$ cat config.mk
export PLATFORM = sky130hd
export DESIGN_NAME = button_session_controller_top
export DESIGN_NICKNAME = d
export VERILOG_FILES = /design/src/design/bsc_pkg.sv /design/src/design/bsc_button.sv /design/src/design/bsc_session.sv /design/src/design/button_session_controller_top.sv
export SDC_FILE = /design/constraint.sdc
export NUM_CORES = 2
export LEC_CHECK = 0
export ABC_AREA = 1
export BUFFER_PORTS_ARGS = -buffer_cell sky130_fd_sc_hd__buf_2
export CORE_ASPECT_RATIO = 0.6
export CORE_MARGIN = 10
export CORE_UTILIZATION = 34
export CTS_CLUSTER_DIAMETER = 120
export DETAILED_ROUTE_END_ITERATION = 8
export PLACE_DENSITY = 0.61
export SETUP_SLACK_MARGIN = 0.5
export SLEW_MARGIN = 20
export SYNTH_ARGS = -nofsm -noshare
export SYNTH_HDL_FRONTEND = slang
export SYNTH_SLANG_ARGS = --single-unit
export TNS_END_PERCENT = 5
$ cat constraint.sdc
create_clock -name clk -period 19.8 [get_ports clk]
set_input_delay 0.99 -clock clk [delete_from_list [all_inputs] [get_ports clk]]
set_output_delay 0.99 -clock clk [all_outputs]
set_load 0.05 [all_outputs]
$ cat src/design/bsc_pkg.sv
// Package for the button session controller.
// Holds shared widths, register defaults, command codes and the button event type.
// No dependencies.
package bsc_pkg;

  // Default width of the internal millisecond time base.
  localparam int TIME_BITS_DEF = 32;

  // Widths of the interface fields.
  localparam int TIME_MS_W = 32;
  localparam int MS16_W    = 16;
  localparam int HOLD_W    = 20;
  localparam int CFG_IDX_W = 3;
  localparam int CFG_DATA_W = 20;
  localparam int IN_TDATA_W = 40;
  localparam int OUT_TDATA_W = 8;

  // Configuration register indexes.
  localparam logic [CFG_IDX_W-1:0] REG_DEBOUNCE   = 3'd0;
  localparam logic [CFG_IDX_W-1:0] REG_LONG_PRESS = 3'd1;
  localparam logic [CFG_IDX_W-1:0] REG_HOLDOFF    = 3'd2;
  localparam logic [CFG_IDX_W-1:0] REG_SLOW_BLINK = 3'd3;
  localparam logic [CFG_IDX_W-1:0] REG_FAST_BLINK = 3'd4;

  // Register values after reset.
  localparam logic [MS16_W-1:0] DEBOUNCE_DEF   = 16'd100;
  localparam logic [MS16_W-1:0] LONG_PRESS_DEF = 16'd800;
  localparam logic [HOLD_W-1:0] HOLDOFF_DEF    = 20'd10000;
  localparam logic [MS16_W-1:0] SLOW_BLINK_DEF = 16'd500;
  localparam logic [MS16_W-1:0] FAST_BLINK_DEF = 16'd150;

  // Session command codes.
  localparam logic [1:0] CMD_START   = 2'd0;
  localparam logic [1:0] CMD_SEGMENT = 2'd1;
  localparam logic [1:0] CMD_QUIT    = 2'd2;

  // Events produced by one debounced button on one poll.
  typedef struct packed {
    logic press_short;
    logic press_long;
  } btn_evt_t;

endpackage

$ cat src/design/bsc_button.sv
// Debouncer and short/long press detector for one active-low button.
// Depends on bsc_pkg for widths and the event type.
module bsc_button #(
  parameter int TIME_BITS = bsc_pkg::TIME_BITS_DEF
) (
  input  logic                        clk,
  input  logic                        rst,
  input  logic                        step,
  input  logic [TIME_BITS-1:0]        now,
  input  logic                        raw,
  input  logic [bsc_pkg::MS16_W-1:0]  debounce_ms,
  input  logic [bsc_pkg::MS16_W-1:0]  long_press_ms,
  output bsc_pkg::btn_evt_t           evt
);

  logic                 stable_level, stable_level_next;
  logic                 previous_raw;
  logic [TIME_BITS-1:0] change_time, change_time_next;
  logic [TIME_BITS-1:0] press_time, press_time_next;
  logic                 long_reported, long_reported_next;
  logic [TIME_BITS-1:0] settle_age, press_age;
  logic                 settled;

  // Time since the last raw edge; the level is accepted once it is old enough.
  assign change_time_next = (raw != previous_raw) ? now : change_time;
  assign settle_age = now - change_time_next;
  assign settled = settle_age > TIME_BITS'(debounce_ms);
  assign press_age = now - press_time_next;

  // Stable-level update and press classification.
  always_comb begin
    stable_level_next  = stable_level;
    press_time_next    = press_time;
    long_reported_next = long_reported;
    evt.press_short    = 1'b0;
    evt.press_long     = 1'b0;
    if (settled) begin
      if (raw != stable_level) begin
        stable_level_next = raw;
        if (!raw) begin
          press_time_next    = now;
          long_reported_next = 1'b0;
        end else if (!long_reported) begin
          evt.press_short = 1'b1;
        end
      end
      if (!stable_level_next && !long_reported_next &&
          (press_age > TIME_BITS'(long_press_ms))) begin
        evt.press_long     = 1'b1;
        long_reported_next = 1'b1;
      end
    end
  end

  // Button state, advanced once per poll.
  always_ff @(posedge clk) begin
    if (rst) begin
      stable_level  <= 1'b1;
      previous_raw  <= 1'b1;
      change_time   <= '0;
      press_time    <= '0;
      long_reported <= 1'b0;
    end else if (step) begin
      stable_level  <= stable_level_next;
      previous_raw  <= raw;
      change_time   <= change_time_next;
      press_time    <= press_time_next;
      long_reported <= long_reported_next;
    end
  end

endmodule

$ cat src/design/bsc_session.sv
// Session state machine: LED blinking, pause toggle and session commands.
// Depends on bsc_pkg for widths, command codes and the button event type.
module bsc_session #(
  parameter int TIME_BITS = bsc_pkg::TIME_BITS_DEF
) (
  input  logic                        clk,
  input  logic                        rst,
  input  logic                        step,
  input  logic [TIME_BITS-1:0]        now,
  input  bsc_pkg::btn_evt_t           start_evt,
  input  bsc_pkg::btn_evt_t           create_evt,
  input  bsc_pkg::btn_evt_t           finish_evt,
  input  logic [bsc_pkg::HOLD_W-1:0]  restart_holdoff_ms,
  input  logic [bsc_pkg::MS16_W-1:0]  slow_blink_ms,
  input  logic [bsc_pkg::MS16_W-1:0]  fast_blink_ms,
  output logic                        led_on,
  output logic                        pause_toggle_sent,
  output logic                        command_valid,
  output logic [1:0]                  command_code,
  output logic [1:0]                  session_state
);

  // Compare width wide enough for both the time base and the holdoff register.
  localparam int CW = (TIME_BITS > bsc_pkg::HOLD_W) ? TIME_BITS : bsc_pkg::HOLD_W;

  typedef enum logic [1:0] {
    ST_IDLE     = 2'd0,
    ST_REC      = 2'd1,
    ST_CREATED  = 2'd2,
    ST_FINISHED = 2'd3
  } mode_t;

  mode_t                mode_now, mode_now_next;
  logic                 blink_phase, blink_phase_next;
  logic                 led_pin, led_pin_next;
  logic                 fast_mode, fast_mode_next;
  logic [TIME_BITS-1:0] blink_time, blink_time_next;
  logic [TIME_BITS-1:0] created_time, created_time_next;
  logic                 restart_allowed, restart_allowed_next;
  logic                 start_short;
  logic [TIME_BITS-1:0] blink_age, created_age;
  logic [bsc_pkg::MS16_W-1:0] interval;

  assign blink_age   = now - blink_time;
  assign created_age = now - created_time;

  // Next session state and this poll's commands.
  always_comb begin
    mode_now_next        = mode_now;
    blink_phase_next     = blink_phase;
    led_pin_next         = led_pin;
    fast_mode_next       = fast_mode;
    blink_time_next      = blink_time;
    created_time_next    = created_time;
    restart_allowed_next = restart_allowed;
    pause_toggle_sent    = 1'b0;
    command_valid        = 1'b0;
    command_code         = bsc_pkg::CMD_START;
    start_short          = start_evt.press_short;

    // A long start press while recording toggles pause and eats the short press.
    if (start_evt.press_long && (mode_now == ST_REC)) begin
      fast_mode_next    = ~fast_mode;
      pause_toggle_sent = 1'b1;
      start_short       = 1'b0;
    end

    // The blink interval follows the mode as it stands after a pause toggle.
    interval = fast_mode_next ? fast_blink_ms : slow_blink_ms;

    unique case (mode_now)
      ST_IDLE: begin
        led_pin_next = 1'b1;
        if (start_short) begin
          mode_now_next = ST_REC;
          command_valid = 1'b1;
          command_code  = bsc_pkg::CMD_START;
        end
      end
      ST_REC: begin
        if (blink_age > TIME_BITS'(interval)) begin
          blink_phase_next = ~blink_phase;
          led_pin_next     = ~blink_phase;
          blink_time_next  = now;
        end
        if (finish_evt.press_short) begin
          mode_now_next = ST_FINISHED;
          command_valid = 1'b1;
          command_code  = bsc_pkg::CMD_QUIT;
        end else if (create_evt.press_short) begin
          mode_now_next     = ST_CREATED;
          command_valid     = 1'b1;
          command_code      = bsc_pkg::CMD_SEGMENT;
          created_time_next = now;
        end
      end
      ST_CREATED: begin
        led_pin_next   = 1'b1;
        fast_mode_next = 1'b0;
        if (!restart_allowed && (CW'(created_age) > CW'(restart_holdoff_ms))) begin
          restart_allowed_next = 1'b1;
        end
        if (finish_evt.press_short) begin
          mode_now_next = ST_FINISHED;
          command_valid = 1'b1;
          command_code  = bsc_pkg::CMD_QUIT;
        end else if (start_short && restart_allowed_next) begin
          mode_now_next        = ST_REC;
          restart_allowed_next = 1'b0;
          command_valid        = 1'b1;
          command_code         = bsc_pkg::CMD_START;
        end
      end
      default: begin
        led_pin_next = 1'b0;
      end
    endcase

    led_on        = led_pin_next;
    session_state = mode_now_next;
  end

  // Session registers, advanced once per poll.
  always_ff @(posedge clk) begin
    if (rst) begin
      mode_now        <= ST_IDLE;
      blink_phase     <= 1'b0;
      led_pin         <= 1'b0;
      fast_mode       <= 1'b0;
      blink_time      <= '0;
      created_time    <= '0;
      restart_allowed <= 1'b0;
    end else if (step) begin
      mode_now        <= mode_now_next;
      blink_phase     <= blink_phase_next;
      led_pin         <= led_pin_next;
      fast_mode       <= fast_mode_next;
      blink_time      <= blink_time_next;
      created_time    <= created_time_next;
      restart_allowed <= restart_allowed_next;
    end
  end

endmodule

$ cat src/design/button_session_controller_top.sv
// Top level of the button session controller: stream ports, configuration
// registers, poll input register and result register. Uses bsc_pkg, bsc_button, bsc_session.
// A poll is taken into the poll input register and then moves on into the result register,
// from which its result transaction is offered downstream.
// Throughput: one poll per cycle; the poll register and the result register stall
// only when the result register is full and the downstream side holds off.
// Reset (rst, synchronous) empties both registers, restores the register defaults,
// releases all buttons and returns the session to idle with the LED off.
module button_session_controller_top #(
  parameter int TIME_BITS = bsc_pkg::TIME_BITS_DEF
) (
  input  logic                             clk,
  input  logic                             rst,
  // Input polls.
  input  logic                             s_axis_tvalid,
  output logic                             s_axis_tready,
  // Fields from bit 0: time_ms[31:0], start_level, create_level, finish_level, zero pad.
  input  logic [bsc_pkg::IN_TDATA_W-1:0]   s_axis_tdata,
  // Poll results.
  output logic                             m_axis_tvalid,
  input  logic                             m_axis_tready,
  // Fields from bit 0: led_on, pause_toggle_sent, command_valid, command_code[1:0],
  // session_state[1:0], zero pad.
  output logic [bsc_pkg::OUT_TDATA_W-1:0]  m_axis_tdata,
  // Configuration write port.
  input  logic                             cfg_we,
  input  logic [bsc_pkg::CFG_IDX_W-1:0]    cfg_index,
  input  logic [bsc_pkg::CFG_DATA_W-1:0]   cfg_data
);

  logic [bsc_pkg::MS16_W-1:0]    debounce_ms, long_press_ms, slow_blink_ms, fast_blink_ms;
  logic [bsc_pkg::HOLD_W-1:0]    restart_holdoff_ms;
  logic                          poll_valid;
  logic [bsc_pkg::TIME_MS_W-1:0] poll_time;
  logic [2:0]                    poll_levels;
  logic                          advance, step;
  logic [TIME_BITS-1:0]          now;
  bsc_pkg::btn_evt_t             start_evt, create_evt, finish_evt;
  logic                          led_on, pause_toggle_sent, command_valid;
  logic [1:0]                    command_code, session_state;
  logic                          out_valid;
  logic [bsc_pkg::OUT_TDATA_W-1:0] out_data;

  // Configuration registers; out-of-range indexes are ignored.
  always_ff @(posedge clk) begin
    if (rst) begin
      debounce_ms        <= bsc_pkg::DEBOUNCE_DEF;
      long_press_ms      <= bsc_pkg::LONG_PRESS_DEF;
      restart_holdoff_ms <= bsc_pkg::HOLDOFF_DEF;
      slow_blink_ms      <= bsc_pkg::SLOW_BLINK_DEF;
      fast_blink_ms      <= bsc_pkg::FAST_BLINK_DEF;
    end else if (cfg_we) begin
      unique case (cfg_index)
        bsc_pkg::REG_DEBOUNCE:   debounce_ms        <= cfg_data[bsc_pkg::MS16_W-1:0];
        bsc_pkg::REG_LONG_PRESS: long_press_ms      <= cfg_data[bsc_pkg::MS16_W-1:0];
        bsc_pkg::REG_HOLDOFF:    restart_holdoff_ms <= cfg_data[bsc_pkg::HOLD_W-1:0];
        bsc_pkg::REG_SLOW_BLINK: slow_blink_ms      <= cfg_data[bsc_pkg::MS16_W-1:0];
        bsc_pkg::REG_FAST_BLINK: fast_blink_ms      <= cfg_data[bsc_pkg::MS16_W-1:0];
        default: ;
      endcase
    end
  end

  // Pipeline flow: the poll register moves on whenever the result register can load.
  assign advance       = !out_valid || m_axis_tready;
  assign step          = poll_valid && advance;
  assign s_axis_tready = !poll_valid || advance;

  // Poll input register.
  always_ff @(posedge clk) begin
    if (rst) begin
      poll_valid <= 1'b0;
    end else if (s_axis_tready) begin
      poll_valid <= s_axis_tvalid;
    end
    if (s_axis_tready && s_axis_tvalid) begin
      poll_time   <= s_axis_tdata[bsc_pkg::TIME_MS_W-1:0];
      poll_levels <= s_axis_tdata[bsc_pkg::TIME_MS_W+2:bsc_pkg::TIME_MS_W];
    end
  end

  // Timestamp reduced or widened to the internal time base.
  assign now = TIME_BITS'(poll_time);

  bsc_button #(.TIME_BITS(TIME_BITS)) u_start (
    .clk(clk), .rst(rst), .step(step), .now(now), .raw(poll_levels[0]),
    .debounce_ms(debounce_ms), .long_press_ms(long_press_ms), .evt(start_evt)
  );

  bsc_button #(.TIME_BITS(TIME_BITS)) u_create (
    .clk(clk), .rst(rst), .step(step), .now(now), .raw(poll_levels[1]),
    .debounce_ms(debounce_ms), .long_press_ms(long_press_ms), .evt(create_evt)
  );

  bsc_button #(.TIME_BITS(TIME_BITS)) u_finish (
    .clk(clk), .rst(rst), .step(step), .now(now), .raw(poll_levels[2]),
    .debounce_ms(debounce_ms), .long_press_ms(long_press_ms), .evt(finish_evt)
  );

  bsc_session #(.TIME_BITS(TIME_BITS)) u_session (
    .clk(clk), .rst(rst), .step(step), .now(now),
    .start_evt(start_evt), .create_evt(create_evt), .finish_evt(finish_evt),
    .restart_holdoff_ms(restart_holdoff_ms),
    .slow_blink_ms(slow_blink_ms), .fast_blink_ms(fast_blink_ms),
    .led_on(led_on), .pause_toggle_sent(pause_toggle_sent),
    .command_valid(command_valid), .command_code(command_code),
    .session_state(session_state)
  );

  // Result register.
  always_ff @(posedge clk) begin
    if (rst) begin
      out_valid <= 1'b0;
    end else if (advance) begin
      out_valid <= poll_valid;
    end
    if (step) begin
      out_data <= {1'b0, session_state, command_code, command_valid,
                   pause_toggle_sent, led_on};
    end
  end

  assign m_axis_tvalid = out_valid;
  assign m_axis_tdata  = out_data;

endmodule

# --- Word-level counts from Yosys, hierarchy flattened ---
# Index checks and enable logic that the tools add are counted.
totals:
  regBits: 399
  inputBits: 68
  out_inout_bits: 10
  wordCells: 171
classes:
  addsub: 8
  order_cmp: 8
  n_eq_ne: 12
  muxes: 72
  bitwise: 3
  reduce_logical: 36
ops:
  columns: ["op", "n"]
  rows:
  - ["$mux 32", 12]
  - ["$sub 32x32->32", 8]
  - ["$gt 32x16->1", 7]
  - ["$mux 1", 45]
  - ["$gt 32x20->1", 1]
  - ["$mux 2", 10]
  - ["$reduce_and 2->1", 9]
  - ["$mux 16", 1]
  - ["$logic_and 1x1->1", 11]
  - ["$logic_not 1->1", 9]
  - ["$eq 3x2->1 const B", 2]
  - ["$ne 1x1->1", 6]
  - ["$pmux 2 s3", 1]
  - ["$pmux 2 s2", 1]
  - ["$reduce_and 4->1", 1]
  - ["$eq 3x1->1 const B", 1]
  - ["$eq 3x3->1 const B", 1]
  - ["$logic_not 3->1", 1]
  - ["$not 1->1", 3]
  - ["$pmux 1 s3", 1]
  - ["$reduce_and 3->1", 1]
  - ["$eq 2x1->1 const B", 1]
  - ["$eq 2x2->1 const B", 1]
  - ["$logic_not 2->1", 1]
  - ["other kinds (3)", 4]

# --- Longest topological paths before layout ---
logic_depth:
  depth_word: 16
  ltp_mapped: 87
  depth_no_buf: 80

# --- Hierarchy ---
# Synthesis repeated with hierarchy kept, for this count alone.
hier_totals:
  hier_cells: 6361
  hier_area_um2: 39143.8
modules_own_cells:
  columns: ["module", "instances", "cells_each", "area_per_inst_um2", "seq_area_each_um2"]
  rows:
  - ["bsc_button at u_finish", 1, 1477, 8773.4, 1341.3]
  - ["bsc_button at u_create", 1, 1480, 8685.8, 1341.3]
  - ["bsc_button at u_start", 1, 1446, 8521.9, 1341.3]
  - ["bsc_session", 1, 1431, 8424.3, 1401.3]
  - ["button_session_controller_top", 1, 527, 4738.3, 2982.9]

# --- Worst setup path before layout ---
# Ideal clock, no wire load.
synth_timing:
  path_kind: "reg2reg"
  from: "register poll_levels[0]"
  to: "register u_session.blink_time[10]"
  setup_ns: 0.128
  arrival_ns: 10.020
  required_ns: 19.672
  path_slack_ns: 9.651
  path_stages_with_launch: 83
  n_path_buf: 9
  period_less_slack_ns: 10.149
  cell_sequence: "edfxtp_1 inv_2 nand2_2 nand2_4 buf_6 clkbuf_1 buf_1 nand2_1 o21ai_0 ha_1 inv_1 ha_1 inv_1 nand2_1 nand3_1 nand3_2 nand2_1 nand2_1 (+47 left out) nand2_2 nand3_4 nand2_1 and2_1 buf_6 buf_6 a21oi_2 ha_1 nand2_1 inv_1 a221oi_1 o221ai_1 a221oi_1 o211ai_1 nand3_1 buf_2 clkbuf_1 a21oi_1"
synth_between:
  elab_chain_cells: 15
  word_cells_on_any_way: 26
  cone_classes: "add/sub: 2; order compare: 3; eq/ne: 2; mux: 13; reduce/logical: 6"
synth_rtl:
  columns: ["item", "line", "rtl"]
  rows:
  - ["start, declared", "button_session_controller_top.sv:35", "logic [2:0] poll_levels;"]
  - ["start signal, assigned", "button_session_controller_top.sv:78", "poll_levels <= s_axis_tdata[bsc_pkg::TIME_MS_W+2:bsc_pkg::TIME_MS_W];"]
  - ["$ne 1x1->1", "bsc_button.sv:25", "assign change_time_next = (raw != previous_raw) ? now : change_time;"]
  - ["$mux 32", "bsc_button.sv:25", null]
  - ["net u_start.change_time_next[0]", "bsc_button.sv:18", "logic [TIME_BITS-1:0] change_time, change_time_next;"]
  - ["$sub 32x32->32", "bsc_button.sv:26", "assign settle_age = now - change_time_next;"]
  - ["$gt 32x16->1", "bsc_button.sv:27", "assign settled = settle_age > TIME_BITS'(debounce_ms);"]
  - ["$mux 32", "bsc_button.sv:37", "if (settled) begin"]
  - ["net u_start.press_time_next[0]", "bsc_button.sv:19", "logic [TIME_BITS-1:0] press_time, press_time_next;"]
  - ["$sub 32x32->32", "bsc_button.sv:28", "assign press_age = now - press_time_next;"]
  - ["$gt 32x16->1", "bsc_button.sv:48", "(press_age > TIME_BITS'(long_press_ms))) begin"]
  - ["$logic_and 1x1->1", "bsc_button.sv:47", "if (!stable_level_next && !long_reported_next &&"]
  - ["$mux 1", "bsc_button.sv:47", null]
  - ["$mux 2", "bsc_button.sv:37", null]
  - ["$logic_and 1x1->1", "bsc_session.sv:62", "if (start_evt.press_long && (mode_now == ST_REC)) begin"]
  - ["$mux 1", "bsc_session.sv:62", null]
  - ["$mux 16", "bsc_session.sv:69", "interval = fast_mode_next ? fast_blink_ms : slow_blink_ms;"]
  - ["$gt 32x16->1", "bsc_session.sv:81", "if (blink_age > TIME_BITS'(interval)) begin"]
  - ["$reduce_and 3->1 (no line)", null, null]
  - ["end signal, assigned", "bsc_session.sv:138", "blink_time <= blink_time_next;"]
  - ["end, declared", "bsc_session.sv:37", "logic [TIME_BITS-1:0] blink_time, blink_time_next;"]
# The timed path passes the listed nets, and every way through them passes these cells. The select of a mux whose other input is x is not followed.
# A chain may end at the register's enable or synchronous reset.

# --- Worst setup path in the final report ---
layout_timing:
  from: "register poll_levels[0]"
  to: "register u_session.blink_time[20]"
layout_between:
  elab_chain_cells: 15
  word_cells_on_any_way: 26
  cone_classes: "add/sub: 2; order compare: 3; eq/ne: 2; mux: 13; reduce/logical: 6"
layout_rtl:
  columns: ["item", "line"]
  rows:
  - ["$ne 1x1->1 (*)", "bsc_button.sv:25"]
  - ["$mux 32 (*)", "bsc_button.sv:25"]
  - ["net u_start.change_time_next[0]", "bsc_button.sv:18"]
  - ["$sub 32x32->32 (*)", "bsc_button.sv:26"]
  - ["$gt 32x16->1 (*)", "bsc_button.sv:27"]
  - ["$mux 32", "bsc_button.sv:37"]
  - ["$sub 32x32->32", "bsc_button.sv:28"]
  - ["$gt 32x16->1", "bsc_button.sv:48"]
  - ["$logic_and 1x1->1", "bsc_button.sv:47"]
  - ["$mux 1", "bsc_button.sv:47"]
  - ["$mux 2 (*)", "bsc_button.sv:37"]
  - ["$logic_and 1x1->1 (*)", "bsc_session.sv:62"]
  - ["$mux 1 (*)", "bsc_session.sv:62"]
  - ["$mux 16 (*)", "bsc_session.sv:69"]
  - ["$gt 32x16->1 (*)", "bsc_session.sv:81"]
  - ["$reduce_and 3->1 (no line) (*)", null]
# Mark *: on every way through the listed nets, which the timed path passes. The rest lies on a longest branch. The select of a mux whose other input is x is not followed.

==> impl_metrics.csv <==
group,metric,value,unit
final_layout,nFillCells,9884,
final_layout,finalNonFillerCells,5995,
global_route,grt_pass1_vias,27670,
global_route,grt_pass1_wl,167500,µm
synthesis,yosys-top-cells-area,"dfxtp_1 (22%), ha_1 (15%), nand2_1 (9.8%), a21oi_1 (9.7%), inv_1 (7.6%)",
worst_setup_path,cp-end-kind,"flip-flop",
synthesis,ys_async_sr_fraction,0,%
clock_network,clk_latency,0.63,ns
clock_network,clk_path_buf_depth,3,
synthesis,netlist.area_leader.share,22.14,%
clock_network,cts_tree,"yes",
sta,maxSlewViolCount,0,
synthesis,ys_seq_elements,399,
worst_setup_path,cp_common_cell,"nand2_1",
synthesis,yosysTopAreaCell,"dfxtp_1",
power_and_ir_drop,power,2.943,mW
die,start_util,34.33,%
power_and_ir_drop,p_switching,1.199,mW
clock_network,cts.sink_count,399,
synthesis,synthCells,4702,
die,rows,87,
route,wl,108100,µm
status,status,"completed",
die,die_width,417.8,µm
route,vias,31510,
worst_setup_path,start_kind,"flip-flop",
clock_network,clk_pin_slew,0.07,ns
global_route,antenna_found_initial,4,
power_and_ir_drop,power.density,82.98,nW/µm²
worst_hold_path,hp-class,"flip-flop to flip-flop",
clock_network,root_buffer,"clkbuf_16",
synthesis,ys_types,57,
clock_network,postCtsHoldBufs,0,
power_and_ir_drop,p_sw_share,40.73,%
power_and_ir_drop,ir_drop,0.06073,mV
worst_setup_path,cp_slowest_cell,"buf_4",
synthesis,avgSynthCellArea,6.866,µm²
sta,fmax,0.06939,GHz
final_layout,nets,5165,
clock_network,post_cts_resized,0,
clock_network,cts_buffers,44,
sta,fin_hold_ws,0.4485,ns
placement,dp_cells,5913,
run,cap_viol_max_count,0,
global_route,track_usage,19.30,%
sta,finalClockSkew,0.02270,ns
global_route,grt_max_degree,165,
sta,slew_headroom,27.22,%
global_route,grt_overflow_total,0,
final_layout,drive_above_1_share,6.043,%
power_and_ir_drop,p_seq_share,30.2,%
route,drtAntennaViolNets,0,
synthesis,synth_nets,5154,
placement,port_buffers,71,
placement,hpwl,81730,µm
die,placeableCoreArea,94050,µm²
synthesis,netlist_area,32290,µm²
synthesis,synth_ff_type,"dfxtp_1",
clock_network,h-tree-depth,2,
final_layout,final_util,37.71,%
sta,worst_slew_pin_slew,1.083,ns
route,viasPerCell,5.256,
worst_setup_path,cp.required,20.34,ns
worst_setup_path,max_stage_delay,0.61,ns
final_layout,diodes,0,
sta,hold_viol,0,
worst_setup_path,worst-setup-path-type,"flip-flop to flip-flop",
worst_setup_path,worst_ep_arrival_time,14.95,ns
placement,gp_congestion,0.9296,
sta,fin_crit_sh,72.78,%
synthesis,yosysSeqAreaShare,26.04,%
power_and_ir_drop,clkPwrFrac,29.7,%
power_and_ir_drop,combPwrFrac,40.1,%
route,first_iter_violations,3393,
sta,setup_viol,0,
route,dr.pass1.iters,6,
sta,finalSetupTns,0,ns
die,fp.dieArea,108100,µm²
power_and_ir_drop,p_int,1.744,mW
worst_setup_path,ff2ff_setup_slack,5.39,ns
synthesis,synth.yosys.warnings,0,
die,die-height,258.7,µm
route,drc_errors,0,
synthesis,synth_edf_count,42,
sta,rsz0062_at_grt,"false",
final_layout,area_growth,9.859,%
die,boundaryPins,78,
clock_network,postCtsSetupBuffers,0,
power_and_ir_drop,p_leak,16.28,nW
worst_setup_path,crit_fanout,69,
sta,period_minus_slack,14.41,ns
route,avgRoutedWirePerCell,18.03,µm
-- metal layers --
| metal | up-vias | GRT usage [%] | part of all wire (%) |
|---|---|---|---|
| met4 | 0 | 2.959 | 1.3 |
| li1 | 15920 | - | - |
| met1 | 14400 | 31.83 | 54 |
| met2 | 1102 | 24.81 | 36 |
| met3 | 95 | 3.928 | 9.2 |
| met5 | - | 0 | 0 |
-- sequential cells by signal (all words and copies together), names as in the netlist, 20 cells and up --
| name | cells |
|---|---|
| now | 32 |
| restart_holdoff_ms | 20 |
| u_create.change_time | 32 |
| u_create.press_time | 32 |
| u_finish.change_time | 32 |
| u_finish.press_time | 32 |
| u_session.blink_time | 32 |
| u_session.created_time | 32 |
| u_start.change_time | 32 |
| u_start.press_time | 32 |
-- final timing paths --
| path | startpoint | depth (start not counted) | end |
|---|---|---|---|
| max | poll_levels[0] | 77 | u_session.blink_time[20] |
| min | u_session.blink_time[0] | 2 | u_session.blink_time[0] |
| max reg2reg | poll_levels[0] | 77 | u_session.blink_time[20] |
| min reg2reg | u_session.blink_time[0] | 2 | u_session.blink_time[0] |
-- synthesized netlist by cell type (all sizes together) (11+ instances only) --
master  count
nand2     871
a21boi     20
dfxtp     357
a31oi      19
nand4      38
o221ai     11
xnor2      62
xor2      130
nor2      338
o21ai     456
nand3     171
buf        22
nand3b     14
ha        377
nor3       57
clkbuf    131
o211ai    146
o21bai     24
o21a       22
nor4       15
edfxtp     42
a21oi     635
inv       662
-- through the flow --
| step | area [µm²] | setup slack, ns |
|---|---|---|
| after floorplan | 32290 | 9.651 |
| after global placement | 34000 | 6.186 |
| after detailed placement | 34000 | 6.017 |
| after CTS | 35470 | 5.875 |
| after global routing | 35470 | 4.301 |
| final | 35470 | 5.390 |
-- cells by family (layout without fill, tap and decap cells) --
group / Yosys count / count (layout) / share of synthesized area, %
adders and majority gates: 384 / 384 / 15.04
and+or+nand+nor: 1529 / 1529 / 20.13
buffers and inverters: 819 / 866 / 9.700
AOI/OAI and AO/OA: 1378 / 1378 / 23.86
xor gates and xnor gates: 192 / 192 / 5.208
DFF: 399 / 399 / 26.04
other: 1 / 1 / 0.01161
-- critical path, delay by kind of cell (launching register included) --
| family | cells | cell delay [ns] |
|---|---|---|
| buf+inv | 11 | 2.55 |
| compound gates | 17 | 3.80 |
| flops | 1 | 0.51 |
| xor+xnor | 2 | 0.36 |
| fa+ha+maj | 6 | 1.67 |
| simple gates | 41 | 5.26 |
-- power groups by stage --
| stage | Combinational (mW) | Sequential [mW] | Clock [mW] |
|---|---|---|---|
| after floorplan | 0.830 | 0.908 | 0 |
| after global placement | 1.12 | 0.903 | 0 |
| after detailed placement | 1.14 | 0.905 | 0 |
| after CTS | 1.15 | 0.887 | 0.890 |
| after global routing | 1.32 | 0.893 | 0.924 |
| final | 1.18 | 0.888 | 0.875 |
-- area by class of cell --
type / count / area (µm²) / area share [%]
multi-input cells: 3484 / 20810 / 58.67
flip-flops and latches: 399 / 8408 / 23.71
inverters: 666 / 2515 / 7.090
well taps: 1246 / 1559 / 4.395
clock buffers: 62 / 1250 / 3.524
repair buffers: 118 / 708.2 / 1.997
clock inverters: 20 / 219.0 / 0.6173
-- placed cells by master (no fill, tap or decap), types with 8 or more instances in the layout --
cell type,n
nand4_1,38
nand3_1,153
a21oi_2,11
xnor2_1,62
nor3b_1,9
nand2_2,24
clkbuf_1,11
o21a_1,22
nor2_1,321
buf_2,71
edfxtp_1,42
o221ai_1,11
nor2_2,15
ha_1,377
inv_2,11
a21oi_1,624
o31ai_1,10
nand3_2,16
o21ai_1,13
dfxtp_1,357
inv_1,649
a21boi_0,18
clkbuf_16,45
nor3_1,57
o21bai_1,22
buf_4,47
a221oi_1,10
nand3b_1,14
o21ai_0,442
a31oi_1,19
clkinv_2,8
nand2_1,845
xor2_1,128
nor4_1,15
o211ai_1,146
Power figures use the tool's default switching activity.
